==> config.mk <==
export PLATFORM = sky130hd
export DESIGN_NAME = hex_color_list_line_parser_top
export DESIGN_NICKNAME = d
export VERILOG_FILES = /design/src/hdl/hclp_pkg.sv /design/src/hdl/hclp_core.sv /design/src/hdl/hclp_out_fifo.sv /design/src/hdl/hex_color_list_line_parser_top.sv
export SDC_FILE = /design/constraint.sdc
export NUM_CORES = 1
export LEC_CHECK = 0
export ABC_AREA = 0
export BUFFER_PORTS_ARGS = -buffer_cell sky130_fd_sc_hd__buf_2
export CAP_MARGIN = 5
export CORE_UTILIZATION = 35
export CTS_BUF_LIST = sky130_fd_sc_hd__clkbuf_8
export DETAILED_ROUTE_END_ITERATION = 6
export GPL_TIMING_DRIVEN = 0
export HOLD_SLACK_MARGIN = 0.15
export SLEW_MARGIN = 10
export SYNTH_ARGS = -nofsm -noshare
export SYNTH_HDL_FRONTEND = slang
export SYNTH_SLANG_ARGS = --single-unit
==> constraint.sdc <==
create_clock -name i_clk -period 10 [get_ports i_clk]
set_input_delay 0.5 -clock i_clk [delete_from_list [all_inputs] [get_ports i_clk]]
set_output_delay 0.5 -clock i_clk [all_outputs]
set_load 0.02 [all_outputs]
==> src/hdl/hclp_pkg.sv <==
// Package for the color-list line parser: item and result types, keyword constants.
// Used by hclp_core, hclp_out_fifo and hex_color_list_line_parser_top.
`timescale 1ns / 1ps
`default_nettype none

package hclp_pkg;

    // One input item: a byte of the line and the end-of-line mark.
    typedef struct packed {
        logic [7:0] char_code;
        logic       line_end;
    } t_item;

    // One result item: a slot or the end-of-line summary.
    typedef struct packed {
        logic        kind;
        logic [4:0]  slot_index;
        logic        color_valid;
        logic [3:0]  digit_count;
        logic [31:0] color_value;
        logic        palette_found;
        logic        final_result;
    } t_result;

    // Up to two results produced by one byte, with their count.
    typedef struct packed {
        t_result    res0;
        t_result    res1;
        logic [1:0] num;
    } t_emit;

    // Result kinds.
    localparam logic KIND_SLOT    = 1'b0;
    localparam logic KIND_SUMMARY = 1'b1;

    // Parser phases.
    localparam logic [1:0] PH_KEY   = 2'd0;
    localparam logic [1:0] PH_VALUE = 2'd1;
    localparam logic [1:0] PH_SKIP  = 2'd2;

    // Key window holds the last 15 lowercased key bytes, newest in the low byte.
    // The keywords are lowercase ASCII, first character in the high byte: the tool
    // and the spool color keys, each in the long and the short spelling.
    localparam int KEY_LEN = 15;
    localparam logic [119:0] KW_TOOL_LONG   = 120'h6578747275646572_5F636F6C6F7572;
    localparam logic [111:0] KW_TOOL_SHORT  = 112'h6578747275646572_5F636F6C6F72;
    localparam logic [119:0] KW_SPOOL_LONG  = 120'h66696C616D656E74_5F636F6C6F7572;
    localparam logic [111:0] KW_SPOOL_SHORT = 112'h66696C616D656E74_5F636F6C6F72;

endpackage

`default_nettype wire

==> src/hdl/hclp_core.sv <==
// Parser state and per-byte update logic; produces up to two results per byte.
// Depends on hclp_pkg.
`timescale 1ns / 1ps
`default_nettype none

module hclp_core #(
    parameter int MAX_SLOTS = 16
) (
    input  wire              i_clk,
    input  wire              i_rst_n,
    input  wire              i_fire,
    input  hclp_pkg::t_item  i_item,
    output hclp_pkg::t_emit  o_emit
);

    // Slot counter is at least 5 bits so the index output is a plain part-select.
    localparam int CntRaw = $clog2(MAX_SLOTS + 1);
    localparam int CntW   = (CntRaw > 5) ? CntRaw : 5;
    localparam int WinW   = hclp_pkg::KEY_LEN * 8;

    // Character codes.
    localparam logic [7:0] CH_EQ    = 8'h3D;
    localparam logic [7:0] CH_SEMI  = 8'h3B;
    localparam logic [7:0] CH_COMMA = 8'h2C;
    localparam logic [7:0] CH_HASH  = 8'h23;
    localparam logic [7:0] CH_SP    = 8'h20;
    localparam logic [7:0] CH_TAB   = 8'h09;
    localparam logic [7:0] CH_CR    = 8'h0D;
    localparam logic [7:0] CH_LF    = 8'h0A;
    localparam logic [7:0] CH_DQ    = 8'h22;
    localparam logic [7:0] CH_SQ    = 8'h27;

    logic [1:0]      r_phase,      n_phase;
    logic [WinW-1:0] r_window,     n_window;
    logic            r_kw,         n_kw;
    logic            r_started,    n_started;
    logic            r_hash,       n_hash;
    logic            r_pend,       n_pend;
    logic [3:0]      r_len,        n_len;
    logic            r_allhex,     n_allhex;
    logic [31:0]     r_acc,        n_acc;
    logic [CntW-1:0] r_slot_cnt,   n_slot_cnt;
    logic            r_any_valid,  n_any_valid;

    logic [7:0]      c;
    logic            last;
    logic            is_sep;
    logic            is_trim;
    logic            is_hex;
    logic [3:0]      hex_digit;
    logic [7:0]      lc;
    logic [WinW-1:0] win_shift;
    logic            kw_match;

    // Token state after taking a non-separator value byte.
    logic            u_started, u_hash, u_pend, u_allhex;
    logic [3:0]      u_len, len_a;
    logic [31:0]     u_acc;

    // Token that is being closed.
    logic            e_started, e_hash, e_allhex;
    logic [3:0]      e_len;
    logic [31:0]     e_acc;
    logic            emit_req, slot_ok, col_ok;
    logic [CntW-1:0] cnt_after;
    logic            any_after;
    hclp_pkg::t_result slot_res, sum_res;

    function automatic logic [3:0] sat_inc(input logic [3:0] v);
        sat_inc = (v == 4'd15) ? v : v + 4'd1;
    endfunction

    assign c    = i_item.char_code;
    assign last = i_item.line_end;

    // Character classes.
    always_comb begin
        is_sep  = (c == CH_SEMI) || (c == CH_COMMA);
        is_trim = (c == CH_SP) || (c == CH_TAB) || (c == CH_CR) || (c == CH_LF) ||
                  (c == CH_DQ) || (c == CH_SQ);
        is_hex    = 1'b1;
        hex_digit = 4'd0;
        if (c >= 8'h30 && c <= 8'h39) begin
            hex_digit = c[3:0];
        end else if ((c >= 8'h61 && c <= 8'h66) || (c >= 8'h41 && c <= 8'h46)) begin
            hex_digit = c[3:0] + 4'd9;
        end else begin
            is_hex = 1'b0;
        end
        lc = (c >= 8'h41 && c <= 8'h5A) ? c + 8'd32 : c;
    end

    // Keyword window: shift in the lowercased byte and compare its tail.
    assign win_shift = {r_window[WinW-9:0], lc};
    assign kw_match  = (win_shift == hclp_pkg::KW_TOOL_LONG) ||
                       (win_shift[111:0] == hclp_pkg::KW_TOOL_SHORT) ||
                       (win_shift == hclp_pkg::KW_SPOOL_LONG) ||
                       (win_shift[111:0] == hclp_pkg::KW_SPOOL_SHORT);

    // Token update for a value byte that is not a separator.
    always_comb begin
        u_started = r_started;
        u_hash    = r_hash;
        u_pend    = r_pend;
        u_len     = r_len;
        u_allhex  = r_allhex;
        u_acc     = r_acc;
        len_a     = r_pend ? sat_inc(r_len) : r_len;
        if (is_trim) begin
            if (r_started) begin
                u_pend = 1'b1;
            end
        end else if (!r_started) begin
            u_started = 1'b1;
            u_hash    = (c == CH_HASH);
        end else begin
            // A trim character inside the token counts as a body byte and spoils it.
            u_pend   = 1'b0;
            u_len    = sat_inc(len_a);
            u_allhex = r_allhex && !r_pend && is_hex;
            if (is_hex) begin
                u_acc = {r_acc[27:0], hex_digit};
            end
        end
    end

    // Slot emission: at a separator the current token closes, at line end the updated one.
    always_comb begin
        e_started = is_sep ? r_started : u_started;
        e_hash    = is_sep ? r_hash    : u_hash;
        e_allhex  = is_sep ? r_allhex  : u_allhex;
        e_len     = is_sep ? r_len     : u_len;
        e_acc     = is_sep ? r_acc     : u_acc;
        emit_req  = (r_phase == hclp_pkg::PH_VALUE) && (is_sep || (last && u_started));
        slot_ok   = emit_req && (r_slot_cnt < CntW'(MAX_SLOTS));
        col_ok    = e_started && e_hash && e_allhex && ((e_len == 4'd6) || (e_len == 4'd8));
        cnt_after = slot_ok ? r_slot_cnt + CntW'(1) : r_slot_cnt;
        any_after = r_any_valid || (slot_ok && col_ok);
    end

    // Phase after this byte, before any end-of-line reset.
    always_comb begin
        n_phase = r_phase;
        if (r_phase == hclp_pkg::PH_KEY && c == CH_EQ) begin
            n_phase = r_kw ? hclp_pkg::PH_VALUE : hclp_pkg::PH_SKIP;
        end
    end

    // Result items.
    always_comb begin
        slot_res.kind          = hclp_pkg::KIND_SLOT;
        slot_res.slot_index    = r_slot_cnt[4:0];
        slot_res.color_valid   = col_ok;
        slot_res.digit_count   = col_ok ? e_len : 4'd0;
        slot_res.color_value   = col_ok ? e_acc : 32'd0;
        slot_res.palette_found = 1'b0;
        slot_res.final_result  = !last;

        sum_res.kind          = hclp_pkg::KIND_SUMMARY;
        sum_res.slot_index    = cnt_after[4:0];
        sum_res.color_valid   = 1'b0;
        sum_res.digit_count   = 4'd0;
        sum_res.color_value   = 32'd0;
        sum_res.palette_found = (n_phase == hclp_pkg::PH_VALUE) && any_after;
        sum_res.final_result  = 1'b1;

        o_emit.res0 = slot_ok ? slot_res : sum_res;
        o_emit.res1 = sum_res;
        o_emit.num  = {1'b0, slot_ok} + {1'b0, last};
    end

    // Next state.
    always_comb begin
        n_window    = r_window;
        n_kw        = r_kw;
        n_started   = r_started;
        n_hash      = r_hash;
        n_pend      = r_pend;
        n_len       = r_len;
        n_allhex    = r_allhex;
        n_acc       = r_acc;
        n_slot_cnt  = cnt_after;
        n_any_valid = any_after;
        if (r_phase == hclp_pkg::PH_KEY && c != CH_EQ) begin
            n_window = win_shift;
            n_kw     = r_kw || kw_match;
        end
        if (r_phase == hclp_pkg::PH_VALUE) begin
            if (emit_req) begin
                n_started = 1'b0;
                n_hash    = 1'b0;
                n_pend    = 1'b0;
                n_len     = 4'd0;
                n_allhex  = 1'b1;
                n_acc     = 32'd0;
            end else begin
                n_started = u_started;
                n_hash    = u_hash;
                n_pend    = u_pend;
                n_len     = u_len;
                n_allhex  = u_allhex;
                n_acc     = u_acc;
            end
        end
    end

    // State registers; the end of a line returns everything to its reset value.
    always_ff @(posedge i_clk) begin
        if (!i_rst_n || (i_fire && last)) begin
            r_phase     <= hclp_pkg::PH_KEY;
            r_window    <= '0;
            r_kw        <= 1'b0;
            r_started   <= 1'b0;
            r_hash      <= 1'b0;
            r_pend      <= 1'b0;
            r_len       <= 4'd0;
            r_allhex    <= 1'b1;
            r_acc       <= 32'd0;
            r_slot_cnt  <= '0;
            r_any_valid <= 1'b0;
        end else if (i_fire) begin
            r_phase     <= n_phase;
            r_window    <= n_window;
            r_kw        <= n_kw;
            r_started   <= n_started;
            r_hash      <= n_hash;
            r_pend      <= n_pend;
            r_len       <= n_len;
            r_allhex    <= n_allhex;
            r_acc       <= n_acc;
            r_slot_cnt  <= n_slot_cnt;
            r_any_valid <= n_any_valid;
        end
    end

endmodule

`default_nettype wire

==> src/hdl/hclp_out_fifo.sv <==
// Four-entry result queue: takes up to two results per cycle, gives one while i_ready is high.
// Depends on hclp_pkg.
`timescale 1ns / 1ps
`default_nettype none

module hclp_out_fifo (
    input  wire                i_clk,
    input  wire                i_rst_n,
    input  wire                i_wr_en,
    input  hclp_pkg::t_emit    i_emit,
    output logic               o_room2,
    output logic               o_valid,
    output hclp_pkg::t_result  o_data,
    input  wire                i_ready
);

    hclp_pkg::t_result r_mem [4];
    logic [1:0] r_wr_ptr, n_wr_ptr;
    logic [1:0] r_rd_ptr, n_rd_ptr;
    logic [2:0] r_count,  n_count;
    logic [1:0] wr_num;
    logic       rd_en;

    assign wr_num  = i_wr_en ? i_emit.num : 2'd0;
    assign rd_en   = o_valid && i_ready;
    assign o_valid = (r_count != 3'd0);
    assign o_room2 = (r_count <= 3'd2);
    assign o_data  = r_mem[r_rd_ptr];

    // Pointer and fill-count update.
    always_comb begin
        n_wr_ptr = r_wr_ptr + wr_num;
        n_rd_ptr = r_rd_ptr + {1'b0, rd_en};
        n_count  = r_count + {1'b0, wr_num} - {2'b0, rd_en};
    end

    always_ff @(posedge i_clk) begin
        if (!i_rst_n) begin
            r_wr_ptr <= 2'd0;
            r_rd_ptr <= 2'd0;
            r_count  <= 3'd0;
        end else begin
            r_wr_ptr <= n_wr_ptr;
            r_rd_ptr <= n_rd_ptr;
            r_count  <= n_count;
        end
    end

    // Storage writes: the first result, then the second one behind it.
    always_ff @(posedge i_clk) begin
        if (wr_num != 2'd0) begin
            r_mem[r_wr_ptr] <= i_emit.res0;
        end
        if (wr_num == 2'd2) begin
            r_mem[r_wr_ptr + 2'd1] <= i_emit.res1;
        end
    end

endmodule

`default_nettype wire

==> src/hdl/hex_color_list_line_parser_top.sv <==
// Top level of the color-list line parser: input register, parser core, result queue.
// Depends on hclp_pkg, hclp_core and hclp_out_fifo.
//
// Usage: bytes of one text line enter on the input channel (i_in_valid, o_in_ready,
// i_in_item), line_end set on the last byte. Results leave on the output channel
// (o_out_valid, i_out_ready, o_out_item): one slot item per token after the first '='
// of a line whose key holds a color keyword, up to MAX_SLOTS of them, then one summary
// item at every line end. final_result marks the last result caused by a given byte.
// An accepted byte waits in the input register until the queue has room for two
// results; its results are then written into a four-entry queue, which drives the
// output channel.
// Throughput: one byte per cycle while each byte causes at most one result and the
// receiver takes every result offered. A byte that causes two (separator or token end
// together with line end) needs two output transfers; the queue absorbs that, and the
// input register waits while fewer than two queue entries are free.
// Reset clears the parser state, the input register and the queue. When the receiver
// stalls, the queue fills, the input register holds its byte, and o_in_ready falls.
`timescale 1ns / 1ps
`default_nettype none

module hex_color_list_line_parser_top #(
    parameter int MAX_SLOTS = 16
) (
    input  wire                i_clk,
    input  wire                i_rst_n,
    input  wire                i_in_valid,
    output logic               o_in_ready,
    input  hclp_pkg::t_item    i_in_item,
    output logic               o_out_valid,
    input  wire                i_out_ready,
    output hclp_pkg::t_result  o_out_item
);

    logic              r_in_valid;
    hclp_pkg::t_item   r_in_item;
    logic              fire;
    logic              room2;
    hclp_pkg::t_emit   emit;

    // The held byte is processed when the queue has room for both possible results.
    assign fire       = r_in_valid && room2;
    assign o_in_ready = !r_in_valid || fire;

    // Input register.
    always_ff @(posedge i_clk) begin
        if (!i_rst_n) begin
            r_in_valid <= 1'b0;
        end else if (o_in_ready) begin
            r_in_valid <= i_in_valid;
        end
    end

    always_ff @(posedge i_clk) begin
        if (o_in_ready && i_in_valid) begin
            r_in_item <= i_in_item;
        end
    end

    hclp_core #(
        .MAX_SLOTS (MAX_SLOTS)
    ) u_core (
        .i_clk   (i_clk),
        .i_rst_n (i_rst_n),
        .i_fire  (fire),
        .i_item  (r_in_item),
        .o_emit  (emit)
    );

    hclp_out_fifo u_out_fifo (
        .i_clk   (i_clk),
        .i_rst_n (i_rst_n),
        .i_wr_en (fire),
        .i_emit  (emit),
        .o_room2 (room2),
        .o_valid (o_out_valid),
        .o_data  (o_out_item),
        .i_ready (i_out_ready)
    );

endmodule

`default_nettype wire
; ---- Word level (Yosys, flattened, before mapping)
; Memory sizes are Yosys's and may differ from the RTL's. A register that Yosys moved wholly into a read port is not among the register bits.
; Index checks and enable logic that the tools add are counted.
[word_totals]
register_bits = 178
latch_bits = 0
ram_bits = 180
rom_bits = 0
memories = 1
[mem_list]
columns = memory, words, width, read_ports, rd_ports_with_merged_regs, wr, line
row1 = u_out_fifo.r_mem, 4, 45, 1, 1, 2, hclp_out_fifo.sv:17  ; hclp_pkg::t_result r_mem [4];
[classes]
add_sub_neg = 11
n_mul = 0
n_div = 0
magnitude_cmp = 9
eq_ne = 22
n_shift = 0
mux = 44
bitwise = 0
n_reduce_logical = 47
[op_table]
columns = cell, count
row1 = $eq A120 B119 Y1 const B, 2
row2 = $eq A112 B111 Y1 const B, 2
row3 = $mux W32, 6
row4 = $eq A8 B6 Y1 const B, 7
row5 = $mux W45, 1
row6 = $mux W4, 10
row7 = $eq A8 B4 Y1 const B, 3
row8 = $le A8 B7 Y1 const B, 3
row9 = $mux W1, 21
row10 = $logic_and A1 B1 Y1, 20
row11 = $ge A8 B7 Y1 const B, 2
row12 = $logic_or A1 B1 Y1, 16
row13 = $eq A4 B4 Y1 const B, 3
row14 = $add A4 B1 Y4 const B, 2
row15 = $add A8 B6 Y8 const B, 1
row16 = $ge A8 B6 Y1 const B, 1
row17 = $le A8 B6 Y1 const B, 1
row18 = $mux W2, 4
row19 = $mux W8, 1
row20 = $ne A8 B6 Y1 const B, 1
row21 = $add A5 B1 Y5 const B, 1
row22 = $lt A5 B5 Y1 const B, 1
row23 = $mux W5, 1
row24 = $add A4 B4 Y4 const B, 1
row25 = other kinds (16), 22

; ---- Logic depth before layout (Yosys ltp)
[depth]
depth_word = 16
mapped_depth = 16
mapped_depth_nobuf = 14

; ---- By module
; Synthesis repeated with hierarchy kept, for this count alone.
[hier_totals]
cells_unflattened = 1570
hier_area_um2 = 17765.8
[by_module_without_submodules]
columns = mod, n_inst, cells_each, area_each_um2, seq_area_each_um2
row1 = hclp_out_fifo, 1, 488, 9225.1, 5545.3
row2 = hclp_core, 1, 1067, 8205.4, 3223.1
row3 = hex_color_list_line_parser_top, 1, 15, 335.3, 290.3

; ---- Worst setup path after synthesis
; Ideal clock, no wire load.
[synth_timing]
path_type = register to register
startpoint = register r_in_item[1] (netlist name)
endpoint = register u_out_fifo.r_count[2]
setup_time_ns = 0.115
t_arrival_ns = 3.708
required_time_ns = 9.885
slack_ns = 6.178
path_stages_with_launch = 16
path_buffers = 2
period_less_slack_ns = 3.822
cell_sequence = edfxtp_1 inv_1 ha_1 or3_1 o2111ai_1 and2_1 a41o_2 clkbuf_1 ha_1 nand2_1 clkbuf_1 ha_1 fa_1 xor2_1 xnor2_1 and2_1
[synth_via]
elab_chain_len = 15
word_cells_on_any_way = 23
[synth_lines]
columns = item, line
row1 = from (decl), hex_color_list_line_parser_top.sv:35  ; hclp_pkg::t_item r_in_item;
row2 = from (signal assigned), hex_color_list_line_parser_top.sv:55  ; r_in_item <= i_in_item;
row3 = $eq A8 B6 Y1 / $eq A8 B4 Y1 (equally long branches), hclp_core.sv:79  ; is_trim = (c == CH_SP) || (c == CH_TAB) || (c == CH_CR) || (c == CH_LF) ||
row4 = $logic_or A1 B1 Y1 (4 in series), hclp_core.sv:79
row5 = $logic_or A1 B1 Y1, hclp_core.sv:80  ; (c == CH_DQ) || (c == CH_SQ);
row6 = $mux W1, hclp_core.sv:109  ; if (is_trim) begin
row7 = $logic_and A1 B1 Y1, hclp_core.sv:134  ; emit_req = (r_phase == hclp_pkg::PH_VALUE) && (is_sep || (last && u_started));
row8 = $logic_or A1 B1 Y1 (*), hclp_core.sv:134
row9 = $logic_and A1 B1 Y1 (*), hclp_core.sv:134
row10 = $logic_and A1 B1 Y1 (*), hclp_core.sv:135  ; slot_ok = emit_req && (r_slot_cnt < CntW'(MAX_SLOTS));
row11 = $add A1 B1 Y2 (*), hclp_core.sv:169  ; o_emit.num = {1'b0, slot_ok} + {1'b0, last};
row12 = $mux W2 (*), hclp_out_fifo.sv:24  ; assign wr_num = i_wr_en ? i_emit.num : 2'd0;
row13 = $add A3 B2 Y3 (*), hclp_out_fifo.sv:34  ; n_count = r_count + {1'b0, wr_num} - {2'b0, rd_en};
row14 = $sub A3 B1 Y3 (*), hclp_out_fifo.sv:34
row15 = to (signal assigned), hclp_out_fifo.sv:45  ; r_count <= n_count;
row16 = to (decl), hclp_out_fifo.sv:20  ; logic [2:0] r_count, n_count;
; Every way passes the cells marked *; elsewhere a longest branch is shown, timed or not.
; A chain may end at the register's enable or synchronous reset.

==> metrics.csv <==
metric;value;unit
outcome;finished clean;
endpoint_kind;register;
grt-ovfl-total;0;
grt_util_met3;3.28;%
grt_pass1_vias;12200;
grt.busiest_layer;met2;
required;10.50;ns
post_cts_buffers;0;
worstReg2RegStart;r_in_item[1];
ys_types;67;
synthAdderAreaFrac;1.64;%
yosysWarningCount;0;
fin_util;40.7;%
synth_seq_area_share;50.1;%
critical_path.max_fanout;11;
start_util;35.6;%
final_hold_viol_count;0;
dieArea;0.0436;mm²
drc;0;
avgSynthCellArea;9.11;µm²
leakagePower;5.79;nW
finalNetCount;1804;
vdd_drop_max;0.0000939;V
track_usage;18.4;%
grt_pass1_wl;64700;µm
timing.setup.tns;0;ns
tightest_slew;1.20;ns
vias;12500;
post_drt_via_cell_ratio;5.31;
root_buffer;clkbuf_8;
period_share;56.0;%
netlist_instances;1644;
insertedDiodeCount;0;
ys_async_sr_fraction;0;%
max_freq;179;MHz
rsz0062_at_grt;no;
cts_buffer_depth;3;
dieWidth;209;µm
synth_ff_type;dfxtp_1;
seq_area;0.00750;mm²
crit_path_start_kind;register;
cts_tree;yes;
ios;60;
drv_slew;0;
worstSkewPairLatency;0.62;ns
ant_nets;0;
cts_made_buffers;57;
hp-class;input pin to register;
fp-row-count;75;
slew_headroom;18.5;%
use_met2;30.3;%
crit_type;register to register;
ctsResizeCount;0;
fillers;4215;
place_hpwl;28400;µm
grt_max_degree;16;
synth_top_family_by_area;simple AND/OR/NAND/NOR gates;
synth-simple-area-share;19.5;%
drtIter0Drc;859;
numClockSinks;358;
setup_viol;0;
wl;40300;µm
maxCapViolations;0;
r2r_end;u_out_fifo.r_mem[2][0];
synth-compound-area-share;15.3;%
clkTransAtPathRegs;0.06;ns
crit_arrival;6.10;ns
multiInputGateArea;0.00697;mm²
gp_congestion;0.855;
antenna_found_initial;0;
syn_nets;1676;
htreeDepth;2;
cp-endpoint;u_out_fifo.r_mem[2][0];
synth_xor_area_share;0.819;%
use_met1;24.4;%
port_buffers;59;
muxShareOfSynthArea;9.27;%
wl_per_cell;17.2;µm
placeableCoreArea;0.0420;mm²
synth-seq-cells;358;
synth_edf_count;33;
min_period;5.60;ns
ff2ff_path_depth;14;
p_total;3.06;mW
synthToLayoutAreaGrowth;14.4;%
syn_area;0.0150;mm²
reg2reg_slack;4.40;ns
startpoint;r_in_item[1];
drive_above_1_share;11.6;%
dr.pass1.iters;5;
die_h;209;µm
power.density;179;mW/mm²
finalClockSkew;0.0167;ns
-- power breakdown --
group | internal [mW] | switching (mW) | leakage, nW | total [mW]
combinational | 0.123 | 0.244 | 2.21 | 0.367
clock | 0.620 | 0.576 | 0.631 | 1.20
sequential | 1.47 | 0.0197 | 2.95 | 1.49
-- layout by cell type, fill, tap and decap left out, drive strengths merged, types with 34 or more instances in the layout --
| cell | n |
|---|---|
| nand2 | 404 |
| mux2i | 34 |
| o21ai | 169 |
| a22oi | 38 |
| inv | 44 |
| clkbuf | 161 |
| dfxtp | 325 |
| mux4 | 45 |
| buf | 74 |
| nor2 | 85 |
| a21oi | 139 |
-- per-stage QoR --
step / area (µm²) / worst slack (ns) / cells / hold WS [ns]
4_1_cts: 17100 / 4.52 / 2349 / 0.197
3_3_place_gp: 15900 / 4.68 / 2242 / 0.425
5_1_grt: 17100 / 4.16 / 2349 / 0.194
2_1_floorplan: 15000 / 6.18 / 1644 / 0.410
6_report: 17100 / 4.40 / 2349 / 0.205
3_5_place_dp: 15900 / 4.55 / 2242 / 0.426
-- cell usage after synthesis, types with 4 or more instances --
master      n  area [µm²]
nor2b_1    11        68.8
nor4b_1     4        35.0
o211ai_1    5        37.5
a211oi_1    5        37.5
nor4_1     11        68.8
mux4_2     45        1010
mux2i_1    34         340
nand2b_1    4        25.0
buf_2       9        45.0
o21ai_1     8        40.0
edfxtp_1   33         991
o31ai_1     7        52.6
nand4_1    16         100
a21oi_1   139         696
nand4b_1    9        78.8
or3_1       9        56.3
nor4bb_1    9        90.1
and3_1     12        75.1
nand3_1    13        65.1
xnor2_1     8        70.1
o21ai_0   161         806
or2_2       4        25.0
nor3_1     11        55.1
xor2_1      6        52.6
and4b_1     6        60.1
inv_1      23        86.3
buf_1       6        22.5
and2_1     13        81.3
clkbuf_1   92         345
a32o_1      4        40.0
dfxtp_1   325        6510
nand2_1   404        1520
ha_1       18         225
a22oi_1    38         285
nor2_1     85         319
or4_1       4        30.0
nand3b_1    4        30.0
-- layer usage --
layer | up-vias | routed length [µm]
li1 | 6070 | -
met1 | 5974 | 18100
met2 | 362 | 19000
met3 | 68 | 2310
met4 | 0 | 876
met5 | - | 0
-- final cells by class --
| class | count | area share [%] |
|---|---|---|
| buffer | 107 | 2.41 |
| clock buffer | 69 | 5.55 |
| clock inverter | 28 | 0.753 |
| inverter | 23 | 0.504 |
| multi-input combinational | 1156 | 40.7 |
| sequential | 358 | 43.8 |
| tap | 539 | 3.94 |
| timing repair buffer | 69 | 2.31 |
-- flip-flops by register name (all words and copies together) (netlist names), 3 cells and up --
signal              count
u_out_fifo.r_mem      180
u_core.r_window       112
u_core.r_acc           32
r_in_item               9
u_core.r_slot_cnt       5
u_core.r_len            4
u_out_fifo.r_count      3
-- repair_timing --
| action | CTS | global route |
|---|---|---|
| endpoints found under the setup margin | 0 | 0 |
| endpoints found under the hold margin | 10 | 0 |
| hold buffers | 10 | 0 |
-- critical path, stage by stage, from the launching register on --
cell and delay, ns:
edfxtp_1 0.54, inv_1 0.14, ha_1 0.28, nor2b_1 0.15, o211ai_1 0.46, and2_1 0.23, a41o_2 0.29, clkbuf_1 0.45
ha_1 0.33, clkbuf_1 0.21, o21ai_1 0.45, nor2_1 0.23, nor2_1 0.93, inv_1 0.48, o22a_1 0.29
-- how the worst min path moves through the flow --
stage | startpoint | end | slack (ns) | depth (start not counted)
after floorplan | u_out_fifo.r_mem[1][38] | u_out_fifo.r_mem[1][38] | 0.41 | 2
after global placement | u_out_fifo.r_mem[3][38] | u_out_fifo.r_mem[3][38] | 0.43 | 2
after detailed placement | u_out_fifo.r_mem[1][38] | u_out_fifo.r_mem[1][38] | 0.43 | 2
after CTS | i_rst_n | r_in_valid | 0.20 | 2
after global routing | i_rst_n | u_out_fifo.r_count[1] | 0.19 | 2
final | i_rst_n | u_out_fifo.r_rd_ptr[0] | 0.21 | 2
-- kinds of logic after synthesis --
group                      after synthesis
buffers and inverters                  130
xor gates and xnor gates                14
and+or+nand+nor                        643
AOI/OAI and AO/OA                      398
DFF                                    358
adders and majority gates               19
muxes                                   82
Power figures use the tool's default switching activity.
